`config.mk`:
```
export PLATFORM = sky130hd
export DESIGN_NAME = interval_median_of_five_decimator
export DESIGN_NICKNAME = d
export VERILOG_FILES = /design/src/design/imd_pkg.sv /design/src/design/imd_front.sv /design/src/design/imd_queue.sv /design/src/design/imd_lane.sv /design/src/design/imd_back.sv /design/src/design/interval_median_of_five_decimator.sv
export SDC_FILE = /design/constraint.sdc
export NUM_CORES = 2
export LEC_CHECK = 0
export BUFFER_PORTS_ARGS = -buffer_cell sky130_fd_sc_hd__buf_2
export CORE_ASPECT_RATIO = 1.25
export CORE_MARGIN = 2
export CORE_UTILIZATION = 55
export CTS_CLUSTER_DIAMETER = 100
export DETAILED_ROUTE_END_ITERATION = 12
export PLACE_DENSITY = 0.74
export REMOVE_ABC_BUFFERS = 1
export SLEW_MARGIN = 10
export SYNTH_ARGS = -nofsm -noshare
export SYNTH_HDL_FRONTEND = slang
export SYNTH_HIERARCHICAL = 1
export SYNTH_SLANG_ARGS = --single-unit
```
`constraint.sdc`:
```
create_clock -name clock -period 8.5 [get_ports clock]
set_input_delay 1.7 -clock clock [delete_from_list [all_inputs] [get_ports clock]]
set_output_delay 1.7 -clock clock [all_outputs]
set_load 0.05 [all_outputs]
```
`src/design/imd_pkg.sv`:
```
// Shared types and constants for the interval median-of-five decimator.
`timescale 1ns / 1ps

package imd_pkg;

   // Field widths of one sensor item.
   localparam int TEMP_W     = 15;
   localparam int HUMIDITY_W = 14;
   localparam int PRESSURE_W = 17;
   localparam int TICK_W     = 24;

   // Packed stream word, zero-filled to whole bytes.
   localparam int SAMPLE_BITS = 2 * TEMP_W + HUMIDITY_W + PRESSURE_W;
   localparam int TDATA_W     = ((SAMPLE_BITS + 7) / 8) * 8;

   // Register file.
   localparam int CSR_DATA_W = 32;
   localparam int CSR_ADDR_W = 3;
   localparam logic REG_SAMPLE_INTERVAL = 1'b0;  // word index of sample_interval

   localparam logic [TICK_W-1:0] INTERVAL_RESET = TICK_W'(1000);
   localparam logic [TICK_W-1:0] TICK_MAX       = '1;

   localparam int SAMPLE_COUNT_DEFAULT = 5;
   localparam int QUEUE_DEPTH          = 2;

   typedef struct packed {
      logic [PRESSURE_W-1:0]   pressure;
      logic [HUMIDITY_W-1:0]   humidity;
      logic signed [TEMP_W-1:0] second_temperature;
      logic signed [TEMP_W-1:0] first_temperature;
   } sample_type;

   typedef struct packed {
      logic full;
      logic empty;
   } queue_status_type;

   typedef enum logic [1:0] {
      BACK_FILL,
      BACK_SORT,
      BACK_HOLD
   } back_state_type;

endpackage

```
`src/design/imd_front.sv`:
```
// Front end: tick counter that keeps or drops each incoming item.
`timescale 1ns / 1ps

module imd_front (
   input  logic                        clock,
   input  logic                        reset,
   input  logic [imd_pkg::TICK_W-1:0]  sample_interval,
   input  logic                        in_valid,
   output logic                        in_ready,
   input  imd_pkg::queue_status_type   queue_status,
   output logic                        push
);
   import imd_pkg::*;

   logic [TICK_W-1:0] elapsed_ff;
   logic [TICK_W-1:0] elapsed_in;
   logic [TICK_W-1:0] bumped;
   logic              accept;

   assign in_ready = ~queue_status.full;
   assign accept   = in_valid & in_ready;

   always_comb begin
      // saturating count
      bumped     = (elapsed_ff == TICK_MAX) ? elapsed_ff : elapsed_ff + TICK_W'(1);
      elapsed_in = elapsed_ff;
      push       = 1'b0;
      if (accept) begin
         if (bumped > sample_interval) begin
            elapsed_in = '0;
            push       = 1'b1;
         end else begin
            elapsed_in = bumped;
         end
      end
   end

   always_ff @(posedge clock) begin
      if (reset) begin
         elapsed_ff <= '0;
      end else begin
         elapsed_ff <= elapsed_in;
      end
   end

endmodule

```
`src/design/imd_queue.sv`:
```
// Short register queue between the front end and the sort engine.
`timescale 1ns / 1ps

module imd_queue (
   input  logic                       clock,
   input  logic                       reset,
   input  logic                       push,
   input  imd_pkg::sample_type        push_data,
   input  logic                       pop,
   output imd_pkg::sample_type        pop_data,
   output imd_pkg::queue_status_type  status
);
   import imd_pkg::*;

   localparam int PTR_W = $clog2(QUEUE_DEPTH);
   localparam int CNT_W = $clog2(QUEUE_DEPTH + 1);

   sample_type          entry_ff [QUEUE_DEPTH];
   logic [PTR_W-1:0]    wr_ptr_ff, wr_ptr_in;
   logic [PTR_W-1:0]    rd_ptr_ff, rd_ptr_in;
   logic [CNT_W-1:0]    count_ff, count_in;
   logic                do_push, do_pop;

   assign status.full  = (count_ff == CNT_W'(QUEUE_DEPTH));
   assign status.empty = (count_ff == '0);
   assign do_push      = push & ~status.full;
   assign do_pop       = pop & ~status.empty;
   assign pop_data     = entry_ff[rd_ptr_ff];

   always_comb begin
      wr_ptr_in = wr_ptr_ff;
      rd_ptr_in = rd_ptr_ff;
      count_in  = count_ff;
      if (do_push) begin
         wr_ptr_in = (wr_ptr_ff == PTR_W'(QUEUE_DEPTH - 1)) ? '0 : wr_ptr_ff + PTR_W'(1);
      end
      if (do_pop) begin
         rd_ptr_in = (rd_ptr_ff == PTR_W'(QUEUE_DEPTH - 1)) ? '0 : rd_ptr_ff + PTR_W'(1);
      end
      if (do_push & ~do_pop) begin
         count_in = count_ff + CNT_W'(1);
      end else if (do_pop & ~do_push) begin
         count_in = count_ff - CNT_W'(1);
      end
   end

   always_ff @(posedge clock) begin
      if (reset) begin
         wr_ptr_ff <= '0;
         rd_ptr_ff <= '0;
         count_ff  <= '0;
      end else begin
         wr_ptr_ff <= wr_ptr_in;
         rd_ptr_ff <= rd_ptr_in;
         count_ff  <= count_in;
      end
   end

   always_ff @(posedge clock) begin
      if (do_push) begin
         entry_ff[wr_ptr_ff] <= push_data;
      end
   end

endmodule

```
`src/design/imd_lane.sv`:
```
// One channel's slot store, sorted in place by odd-even transposition.
`timescale 1ns / 1ps

module imd_lane #(
   parameter int   WIDTH     = 16,
   parameter int   COUNT     = 5,
   parameter logic IS_SIGNED = 1'b0
) (
   input  logic                       clock,
   input  logic                       wr_en,
   input  logic [$clog2(COUNT)-1:0]   wr_slot,
   input  logic [WIDTH-1:0]           wr_data,
   input  logic                       step_en,
   input  logic                       odd_phase,
   output logic [WIDTH-1:0]           median
);
   // flipping the sign bit turns a signed compare into an unsigned one
   localparam logic [WIDTH-1:0] FLIP = IS_SIGNED ? {1'b1, {(WIDTH-1){1'b0}}} : '0;

   logic [WIDTH-1:0] store_ff [COUNT];
   logic [WIDTH-1:0] store_in [COUNT];

   always_comb begin
      for (int k = 0; k < COUNT; k++) begin
         store_in[k] = store_ff[k];
      end
      if (wr_en) begin
         store_in[wr_slot] = wr_data;
      end
      if (step_en) begin
         for (int k = 0; k + 1 < COUNT; k++) begin
            if ((k[0] == odd_phase) &&
                ((store_ff[k] ^ FLIP) > (store_ff[k+1] ^ FLIP))) begin
               store_in[k]   = store_ff[k+1];
               store_in[k+1] = store_ff[k];
            end
         end
      end
   end

   always_ff @(posedge clock) begin
      for (int k = 0; k < COUNT; k++) begin
         store_ff[k] <= store_in[k];
      end
   end

   assign median = store_ff[COUNT/2];

endmodule

```
`src/design/imd_back.sv`:
```
// Back end: fills the slot stores, runs the sort, holds the result.
`timescale 1ns / 1ps

module imd_back #(
   parameter int SAMPLE_COUNT = imd_pkg::SAMPLE_COUNT_DEFAULT
) (
   input  logic                       clock,
   input  logic                       reset,
   input  imd_pkg::queue_status_type  queue_status,
   input  imd_pkg::sample_type        queue_data,
   output logic                       pop,
   output logic                       out_valid,
   input  logic                       out_ready,
   output imd_pkg::sample_type        out_data
);
   import imd_pkg::*;

   localparam int IDX_W = $clog2(SAMPLE_COUNT);

   back_state_type     state_ff, state_in;
   logic [IDX_W-1:0]   slot_ff, slot_in;
   logic [IDX_W-1:0]   phase_ff, phase_in;
   logic               out_valid_ff, out_valid_in;
   sample_type         out_data_ff;
   sample_type         median;
   logic               lane_wr, lane_step, load_out;
   logic               last_slot, last_phase;

   assign last_slot  = (slot_ff == IDX_W'(SAMPLE_COUNT - 1));
   assign last_phase = (phase_ff == IDX_W'(SAMPLE_COUNT - 1));

   // next state
   always_comb begin
      state_in = state_ff;
      unique case (state_ff)
         BACK_FILL: begin
            if (!queue_status.empty && last_slot) state_in = BACK_SORT;
         end
         BACK_SORT: begin
            if (last_phase) state_in = BACK_HOLD;
         end
         BACK_HOLD: begin
            if (!out_valid_ff || out_ready) state_in = BACK_FILL;
         end
         default: state_in = BACK_FILL;
      endcase
   end

   // outputs
   always_comb begin
      lane_wr   = 1'b0;
      lane_step = 1'b0;
      load_out  = 1'b0;
      unique case (state_ff)
         BACK_FILL: lane_wr   = ~queue_status.empty;
         BACK_SORT: lane_step = 1'b1;
         BACK_HOLD: load_out  = ~out_valid_ff | out_ready;
         default: ;
      endcase
   end

   assign pop = lane_wr;

   always_comb begin
      slot_in      = slot_ff;
      phase_in     = phase_ff;
      out_valid_in = out_valid_ff;
      if (lane_wr) begin
         slot_in  = last_slot ? '0 : slot_ff + IDX_W'(1);
         phase_in = '0;
      end
      if (lane_step) begin
         phase_in = phase_ff + IDX_W'(1);
      end
      if (out_valid_ff && out_ready) begin
         out_valid_in = 1'b0;
      end
      if (load_out) begin
         out_valid_in = 1'b1;
      end
   end

   always_ff @(posedge clock) begin
      if (reset) begin
         state_ff     <= BACK_FILL;
         slot_ff      <= '0;
         phase_ff     <= '0;
         out_valid_ff <= 1'b0;
      end else begin
         state_ff     <= state_in;
         slot_ff      <= slot_in;
         phase_ff     <= phase_in;
         out_valid_ff <= out_valid_in;
      end
   end

   always_ff @(posedge clock) begin
      if (load_out) begin
         out_data_ff <= median;
      end
   end

   imd_lane #(.WIDTH(TEMP_W), .COUNT(SAMPLE_COUNT), .IS_SIGNED(1'b1)) u_first (
      .clock     (clock),
      .wr_en     (lane_wr),
      .wr_slot   (slot_ff),
      .wr_data   (queue_data.first_temperature),
      .step_en   (lane_step),
      .odd_phase (phase_ff[0]),
      .median    (median.first_temperature)
   );

   imd_lane #(.WIDTH(TEMP_W), .COUNT(SAMPLE_COUNT), .IS_SIGNED(1'b1)) u_second (
      .clock     (clock),
      .wr_en     (lane_wr),
      .wr_slot   (slot_ff),
      .wr_data   (queue_data.second_temperature),
      .step_en   (lane_step),
      .odd_phase (phase_ff[0]),
      .median    (median.second_temperature)
   );

   imd_lane #(.WIDTH(HUMIDITY_W), .COUNT(SAMPLE_COUNT), .IS_SIGNED(1'b0)) u_humidity (
      .clock     (clock),
      .wr_en     (lane_wr),
      .wr_slot   (slot_ff),
      .wr_data   (queue_data.humidity),
      .step_en   (lane_step),
      .odd_phase (phase_ff[0]),
      .median    (median.humidity)
   );

   imd_lane #(.WIDTH(PRESSURE_W), .COUNT(SAMPLE_COUNT), .IS_SIGNED(1'b0)) u_pressure (
      .clock     (clock),
      .wr_en     (lane_wr),
      .wr_slot   (slot_ff),
      .wr_data   (queue_data.pressure),
      .step_en   (lane_step),
      .odd_phase (phase_ff[0]),
      .median    (median.pressure)
   );

   assign out_valid = out_valid_ff;
   assign out_data  = out_data_ff;

endmodule

```
`src/design/interval_median_of_five_decimator.sv`:
```
// Top level of the interval median-of-five decimator.
`timescale 1ns / 1ps
//
//  Channel   Direction  Handshake              Carries
//  req_      in         req_tvalid/req_tready  one tick with four sensor readings
//  rsp_      out        rsp_tvalid/rsp_tready  medians of the last SAMPLE_COUNT samples
//  csr_      in/out     APB, pready tied high  sample_interval at byte address 0
//
//  The front counter takes a tick whenever the queue is not full; kept ticks
//  go through a two-entry queue and are popped into the slot stores.
//  The tick that fills the last slot starts SAMPLE_COUNT odd-even sort
//  phases, then the medians enter the output register once it is free.
//  Reset (synchronous) clears the counter, the slot index and the queue; the
//  slot stores are not cleared. req_tready drops only while the queue is full,
//  which happens when the sort or a stalled result holds the back end.

module interval_median_of_five_decimator #(
   parameter int SAMPLE_COUNT = imd_pkg::SAMPLE_COUNT_DEFAULT
) (
   input  logic                              clock,
   input  logic                              reset,
   // req_tdata: first_temperature, second_temperature, humidity_sample,
   //            pressure_sample, zero pad (lowest bit up)
   input  logic                              req_tvalid,
   output logic                              req_tready,
   input  logic [imd_pkg::TDATA_W-1:0]       req_tdata,
   // rsp_tdata: median_first_temperature, median_second_temperature,
   //            median_humidity, median_pressure, zero pad (lowest bit up)
   output logic                              rsp_tvalid,
   input  logic                              rsp_tready,
   output logic [imd_pkg::TDATA_W-1:0]       rsp_tdata,
   input  logic                              csr_psel,
   input  logic                              csr_penable,
   input  logic                              csr_pwrite,
   input  logic [imd_pkg::CSR_ADDR_W-1:0]    csr_paddr,
   input  logic [imd_pkg::CSR_DATA_W-1:0]    csr_pwdata,
   output logic [imd_pkg::CSR_DATA_W-1:0]    csr_prdata,
   output logic                              csr_pready
);
   import imd_pkg::*;

   logic [TICK_W-1:0]  interval_ff, interval_in;
   logic               csr_write;
   logic               reg_hit;
   logic               push;
   logic               pop;
   sample_type         req_sample;
   sample_type         queue_data;
   sample_type         rsp_sample;
   queue_status_type   queue_status;

   // ---------------- register port ----------------
   assign csr_pready = 1'b1;
   assign reg_hit    = (csr_paddr[2] == REG_SAMPLE_INTERVAL);
   assign csr_write  = csr_psel & csr_penable & csr_pwrite & csr_pready;

   always_comb begin
      interval_in = interval_ff;
      // drop writes to any address beyond the one register
      if (csr_write && reg_hit) begin
         interval_in = csr_pwdata[TICK_W-1:0];
      end
   end

   always_ff @(posedge clock) begin
      if (reset) begin
         interval_ff <= INTERVAL_RESET;
      end else begin
         interval_ff <= interval_in;
      end
   end

   assign csr_prdata = reg_hit ? CSR_DATA_W'(interval_ff) : '0;

   // ---------------- payload unpack / pack ----------------
   assign req_sample = req_tdata[SAMPLE_BITS-1:0];
   assign rsp_tdata  = TDATA_W'(rsp_sample);

   // ---------------- front: count ticks, keep or drop ----------------
   imd_front u_front (
      .clock           (clock),
      .reset           (reset),
      .sample_interval (interval_ff),
      .in_valid        (req_tvalid),
      .in_ready        (req_tready),
      .queue_status    (queue_status),
      .push            (push)
   );

   // ---------------- queue between front and back ----------------
   imd_queue u_queue (
      .clock     (clock),
      .reset     (reset),
      .push      (push),
      .push_data (req_sample),
      .pop       (pop),
      .pop_data  (queue_data),
      .status    (queue_status)
   );

   // ---------------- back: store, sort, emit medians ----------------
   imd_back #(.SAMPLE_COUNT(SAMPLE_COUNT)) u_back (
      .clock        (clock),
      .reset        (reset),
      .queue_status (queue_status),
      .queue_data   (queue_data),
      .pop          (pop),
      .out_valid    (rsp_tvalid),
      .out_ready    (rsp_tready),
      .out_data     (rsp_sample)
   );

endmodule

```
# --- Yosys cells after proc, flatten, opt, wreduce, memory -nomap -nowiden ---
# Memory sizes are Yosys's and may differ from the RTL's. A register that Yosys moved wholly into a read port is not among the register bits.
# Cells that the tools add are included.
# W data, S select, Z words.
op_classes:
  add_sub_neg: 7
  magnitude_cmp: 19
  n_eq_ne: 9
  muxes: 59
  bitwise: 26
  reduce_logical: 29
ops:
  columns: ["op", "count"]
  rows:
  - ["$mux W75", 4]
  - ["$mux W30", 8]
  - ["$mux W85", 2]
  - ["$bwmux W75", 2]
  - ["$mux W70", 2]
  - ["$mux W34", 4]
  - ["$gt A15 B15 Y1", 8]
  - ["$mux W28", 4]
  - ["$bwmux W85", 1]
  - ["$mux W24", 3]
  - ["$bwmux W70", 1]
  - ["$gt A17 B17 Y1", 4]
  - ["$gt A14 B14 Y1", 4]
  - ["$demux W17 S3", 1]
  - ["$demux W15 S3", 1]
  - ["$demux W14 S3", 1]
  - ["$add A24 B1 Y24 const B", 1]
  - ["$eq A24 B24 Y1 const B", 1]
  - ["$gt A24 B24 Y1", 1]
  - ["$logic_and A1 B1 Y1", 20]
  - ["$mux W17", 1]
  - ["$not A1 Y1", 17]
  - ["$mux W15", 1]
  - ["$mux W14", 1]
  - ["other kinds (22)", 56]
word_totals:
  ff_bits: 122
  mem_bits_rw: 427
  inputBits: 106
  memories: 5
memory_table:
  columns: ["name", "words", "width", "rd", "rd_ports_with_merged_regs", "write_ports", "line_no", "rtl"]
  rows:
  - ["u_queue.entry_ff", 2, 61, 1, 1, 1, "imd_queue.sv:18", "sample_type entry_ff [QUEUE_DEPTH];"]
  - ["u_back.u_pressure.store_ff", 5, 17, 5, 0, 5, "imd_lane.sv:20", "logic [WIDTH-1:0] store_ff [COUNT];"]
  - ["u_back.u_first.store_ff", 5, 15, 5, 0, 5, "imd_lane.sv:20", null]
  - ["u_back.u_second.store_ff", 5, 15, 5, 0, 5, "imd_lane.sv:20", null]
  - ["u_back.u_humidity.store_ff", 5, 14, 5, 0, 5, "imd_lane.sv:20", null]

# --- Depth between registers and ports, before layout ---
depth:
  depth_word: 12
  depth_mapped: 21
  depth_no_buf: 20

# --- Modules after synthesis ---
# Netlist, hierarchy kept.
modules_own_cells:
  columns: ["mod", "instances", "cells_each", "area_per_inst_um2"]
  rows:
  - ["imd_lane (u_back.u_pressure)", 1, 682, 5761.8]
  - ["imd_lane (u_back.u_second)", 1, 662, 5317.6]
  - ["imd_lane (u_back.u_first)", 1, 660, 5154.9]
  - ["imd_lane (u_back.u_humidity)", 1, 537, 4742.0]
  - ["imd_queue", 1, 215, 4603.2]
  - ["imd_back", 1, 115, 2282.2]
  - ["imd_front", 1, 276, 2133.3]
  - ["interval_median_of_five_decimator", 1, 145, 1336.3]

# --- Least setup slack after synthesis ---
# No wires, ideal clock.
synth_path:
  path_kind: "flip-flop to flip-flop"
  from: "register u_front.elapsed_ff[8]"
  to: "memory u_queue/entry_ff[1][0] (netlist name) (enable)"
  setup_time_ns: 0.425
  t_arrival_ns: 4.680
  setup_slack_ns: 3.395
  stages_incl_launch_ff: 19
  n_path_buf: 2
  path_cell_list: "dfxtp_1 > buf_2 > nand4_1 > nor4_4 > a21oi_2 > and2_1 > buf_4 > nand3_1 > xnor2_1 > ha_1 > nand4_1 > nor3_1 > nor4b_2 > o31a_1 > o21ai_2 > nor2_2 > inv_1 > nor2_1 > and2_1"
synth_between:
  elab_chain_len: 8
  word_cells_on_any_way: 9
  classes_between: "1 x add/sub; 1 x order compare; 1 x eq/ne; 5 x mux; 1 x bitwise"
synth_rtl:
  columns: ["item", "line_no", "rtl"]
  rows:
  - ["start: declaration", "imd_front.sv:15", "logic [TICK_W-1:0] elapsed_ff;"]
  - ["start signal: assignment", "imd_front.sv:42", "elapsed_ff <= elapsed_in;"]
  - ["$add A24 B1 Y24 / $eq A24 B24 Y1 (equally long branches)", "imd_front.sv:25", "bumped = (elapsed_ff == TICK_MAX) ? elapsed_ff : elapsed_ff + TICK_W'(1);"]
  - ["$mux W24 *", "imd_front.sv:25", null]
  - ["$gt A24 B24 Y1 *", "imd_front.sv:29", "if (bumped > sample_interval) begin"]
  - ["$mux W1 *", "imd_front.sv:29", null]
  - ["$mux W1 *", "imd_front.sv:28", "if (accept) begin"]
  - ["via push", "interval_median_of_five_decimator.sv:45", "logic push;"]
  - ["$and A1 B1 Y1 *", "imd_queue.sv:26", "assign do_push = push & ~status.full;"]
  - ["via u_queue.do_push", "imd_queue.sv:22", "logic do_push, do_pop;"]
  - ["$mux W1 *", "imd_queue.sv:60", "if (do_push) begin"]
  - ["$mux W1 (implied by the code) *", "imd_queue.sv:61", "entry_ff[wr_ptr_ff] <= push_data;"]
  - ["end: declaration", "imd_queue.sv:18", null]
# Mark *: on every way through the listed nets, which the timed path passes. The rest lies on a longest branch.

# --- Worst setup path after layout ---
layout_path:
  from: "register u_front.elapsed_ff[2]"
  to: "memory u_queue/entry_ff[0][42] (netlist name) (enable)"
layout_between:
  elab_chain_len: 8
  word_cells_on_any_way: 9
  classes_between: "1 x add/sub; 1 x order compare; 1 x eq/ne; 5 x mux; 1 x bitwise"
layout_rtl:
  columns: ["item", "line_no"]
  rows:
  - ["$add A24 B1 Y24 / $eq A24 B24 Y1 (equally long branches)", "imd_front.sv:25"]
  - ["$mux W24 *", "imd_front.sv:25"]
  - ["$gt A24 B24 Y1 *", "imd_front.sv:29"]
  - ["$mux W1 *", "imd_front.sv:29"]
  - ["$mux W1 *", "imd_front.sv:28"]
  - ["via push", "interval_median_of_five_decimator.sv:45"]
  - ["$and A1 B1 Y1 *", "imd_queue.sv:26"]
  - ["$mux W1 *", "imd_queue.sv:60"]
  - ["$mux W1 (implied by the code) *", "imd_queue.sv:61"]
# Marks and branches as above.

==> flow_metrics.py <==
metrics = {
    "sta": {
        "fin_skew_ns": 0.0165,
        "rsz0062_at_grt": "no",
        "whs_ns": 0.490,
        "hold_violations": 0,
        "min_period_ns": 5.90,
        "fin_crit_sh": 0.694,
        "slew_headroom": 0.164,
        "max_freq_ghz": 0.170,
        "tightest_slew_ns": 1.25,
        "finalSetupTns_ns": 0,
        "slew_violations": 0,
        "finalSetupViolations": 0,
    },
    "layout": {
        "final_cells": 4142,
        "postLayoutCellArea_sq_um": 34200,
        "antennaDiodeCount": 0,
        "drive_above_1_share": 0.137,
        "fin_nets": 3731,
        "syn2layout_area_growth_pct": 9.03,
        "multiInputGateArea_sq_um": 16200,
        "regArea_sq_um": 12800,
        "fillers": 4802,
    },
    "worst_setup_path": {
        "critical_path_arrival_ns": 6.17,
        "cp-end-kind": "register",
        "crit_family": "simple AND/OR/NAND/NOR gates",
        "start_kind": "register",
        "worst_path_largest_cell_delay_ns": 0.65,
        "cp_max_fo": 39,
        "critPathRequiredTime_ns": 8.77,
        "path_class": "register to register",
        "crit_buf_inv": 3,
        "slowest_stage": "clkinv_2",
        "cp_cell_sequence": "nand4_1 > nor4_4 > a21oi_2 > and2_1 > nand3_1 > xnor2_1 > ha_1 > nand4_1 > nor3_1 > nor4b_2 > o31a_1 > o21ai_2 > nor2_2 > inv_1 > or3_1 > clkinv_2 > buf_4",
        "crit_top_cell": "nand4_1",
    },
    "yosys": {
        "ys_ff_latch": 550,
        "synth_edf_count": 183,
        "synth_simple_gate_area_frac": 0.117,
        "synthXorXnorAreaFrac": 0.0101,
        "synth_top_family_by_area": "compound AO/OA/AOI/OAI gates",
        "avgSynthCellArea_sq_um": 9.52,
        "synth.cell_area_sq_um": 31300,
        "yosysWarnings": 6,
        "synth.distinct_cells": 91,
        "synth_flop_cell": "dfxtp_1",
        "synthAdderAreaFrac": 0.109,
        "synth_mux_area_frac": 0.0920,
        "yosysSeqAreaShare": 0.410,
        "synth_compound_area_frac": 0.180,
        "synth_cells": 3292,
        "ys_async_sr_fraction": 0,
    },
    "cts": {
        "hold_buffers": 0,
        "numCtsBuffers": 57,
        "post_cts_resized": 0,
        "insertion_delay_ns": 0.63,
        "htree_levels": 2,
        "postCtsSetupRepairBufs": 0,
        "clock_sinks": 550,
        "cts_root_buf": "clkbuf_16",
        "cts_tree": "yes",
        "clk_pin_slew_ns": 0.06,
        "clockBufferDepth": 3,
    },
    "flow_run": {
        "maxCapViolations": 0,
    },
    "grt": {
        "use_met3": 0.0444,
        "grt_antenna_before_repair": 6,
        "met1_usage": 0.309,
        "grt_overflow": 0,
        "grt_pass1_wl_um": 122000,
        "busiest_layer": "met2",
        "grt_pass1_vias": 23717,
        "grt_use_met2": 0.451,
        "grt_max_degree": 72,
        "grtUsageTotal": 0.255,
    },
    "floorplan": {
        "core_sq_um": 56200,
        "ioPinCount": 205,
        "start_util": 0.558,
        "dieArea_sq_um": 58900,
        "die_w_um": 217,
        "fp.dieH_um": 271,
        "fp-row-count": 97,
    },
    "place": {
        "portBuffers": 179,
        "hpwl_um": 50800,
        "gp_congestion": 0.872,
        "placed_cell_area_sq_um": 32300,
        "placed_cells": 4034,
    },
    "status": {
        "status": "finished clean",
    },
    "power": {
        "seqPwrFrac": 0.434,
        "peakVddDrop_mv": 0.162,
        "p_switching_mw": 2.68,
        "p_sw_frac": 0.329,
        "total_power_mw": 8.14,
        "powerDensity_nw_per_um2": 238,
        "combPwrFrac": 0.258,
        "power.share.clock": 0.308,
        "p_int_mw": 5.46,
        "leakage_nw": 13.9,
    },
    "routing": {
        "wl_per_cell_um": 18.4,
        "route.vias.total": 24302,
        "drc": 0,
        "final_antenna_net_count": 0,
        "route.detailed.vias_per_inst": 5.87,
        "drt_first_iter_violations": 1864,
        "wl_um": 76200,
        "firstDrtPassIters": 6,
    },
    "min_path": {
        "hold_path_class": "register to register",
    },
}
## cells by family after synthesis
logic type / after synthesis
AO/OA/AOI/OAI: 880
XOR/XNOR: 36
adder cells (fa/ha/maj): 274
buffers and inverters: 527
flip-flops: 550
multiplexers: 280
other: 2
AND/OR/NAND/NOR: 743
## layout make-up
class | instances | share of cell area
multi-input cells | 2225 | 0.474
flip-flops and latches | 550 | 0.376
clock buffers | 79 | 0.0460
repair buffers | 227 | 0.0368
inverters | 290 | 0.0320
well taps | 742 | 0.0272
clock inverters | 29 | 0.00817
## cells in the final DEF (no fill, tap or decap), types with 64 or more instances in the layout
master,count
a21oi_1,296
a22oi_1,92
buf_2,179
dfxtp_1,366
edfxtp_1,183
ha_1,274
inv_1,287
mux2_2,64
mux2i_1,215
nand2_1,229
nor2_1,207
o21ai_0,153
## worst paths after layout
check	from	slack (ns)	cells past startpoint	to
worst min register to register	interval_ff[18]	0.49	2	interval_ff[18]
worst min-delay path	interval_ff[18]	0.49	2	interval_ff[18]
worst max register to register	u_front/elapsed_ff[2]	2.60	17	u_queue/entry_ff[0][42]
worst max-delay path	u_front/elapsed_ff[2]	2.60	17	u_queue/entry_ff[0][42]
## per-stage QoR
step	setup slack, ns	util
floorplan	2.99	-
global placement	2.60	0.575
detailed placement	2.54	0.575
CTS	2.52	0.608
global route	2.14	0.608
finish	2.60	0.608
## routing by layer
metal  part of all wire  up-vias
met3              0.057      178
li1                   -    11898
met4              0.032       10
met1               0.42    11492
met5            0.00079        -
met2               0.49      724
## cells in the mapped netlist (all sizes together), types with 5 or more instances
master  number  area (sq um)
dfxtp      367          7350
a21oi      300          1510
inv        289          1090
ha         274          3430
nand2      230           866
mux2i      215          2150
o21ai      214          1080
nor2       210           796
edfxtp     183          5500
buf        167          1190
a22oi      102           816
clkbuf      70           267
mux2        65           732
o22ai       53           332
nand3       49           245
nand4       48           300
nand2b      47           294
nor2b       46           290
o31ai       40           375
nor3        33           191
a211oi      32           245
a21o        32           241
a31oi       20           125
xnor2       19           166
a221o       17           170
a32oi       17           224
xor2        17           149
and4        15           131
a221oi      11           133
nor4        10           114
and2         9          56.3
and3         8          50.1
nand3b       8          60.1
a21boi       5          37.5
and2b        5          42.5
nand4b       5          43.8
o21bai       5          48.8
or3          5          36.3
## sequential cells by signal (all words and copies together), names as in the netlist, named ones only
register and count:
u_back/u_pressure/store_ff 85, u_back/u_first/store_ff 75, u_back/phase_ff 3, u_queue/count_ff 2, u_back/out_valid 1, u_queue/wr_ptr_ff 1, u_back/state_ff 2, u_back/u_humidity/store_ff 70
u_back/u_second/store_ff 75, interval_ff 24, u_queue/rd_ptr_ff 1, u_front/elapsed_ff 24, u_queue/entry_ff 122, u_back/out_data 61, u_back/slot_ff 3
## worst min-delay path, cell delays in order, from the launching register on
cell and delay, ns:
dfxtp_1 0.32, nand2b_1 0.06, mux2i_1 0.06
## power groups by stage
| stage | Clock [mW] | Sequential, mW | Combinational (mW) |
|---|---|---|---|
| floorplan | 0 | 3.42 | 1.59 |
| finish | 2.51 | 3.53 | 2.10 |
| detailed placement | 0 | 3.57 | 2.07 |
| CTS | 2.56 | 3.52 | 2.09 |
| global route | 2.66 | 3.58 | 2.40 |
| global placement | 0 | 3.57 | 2.01 |
(Power assumes the default switching activity.)
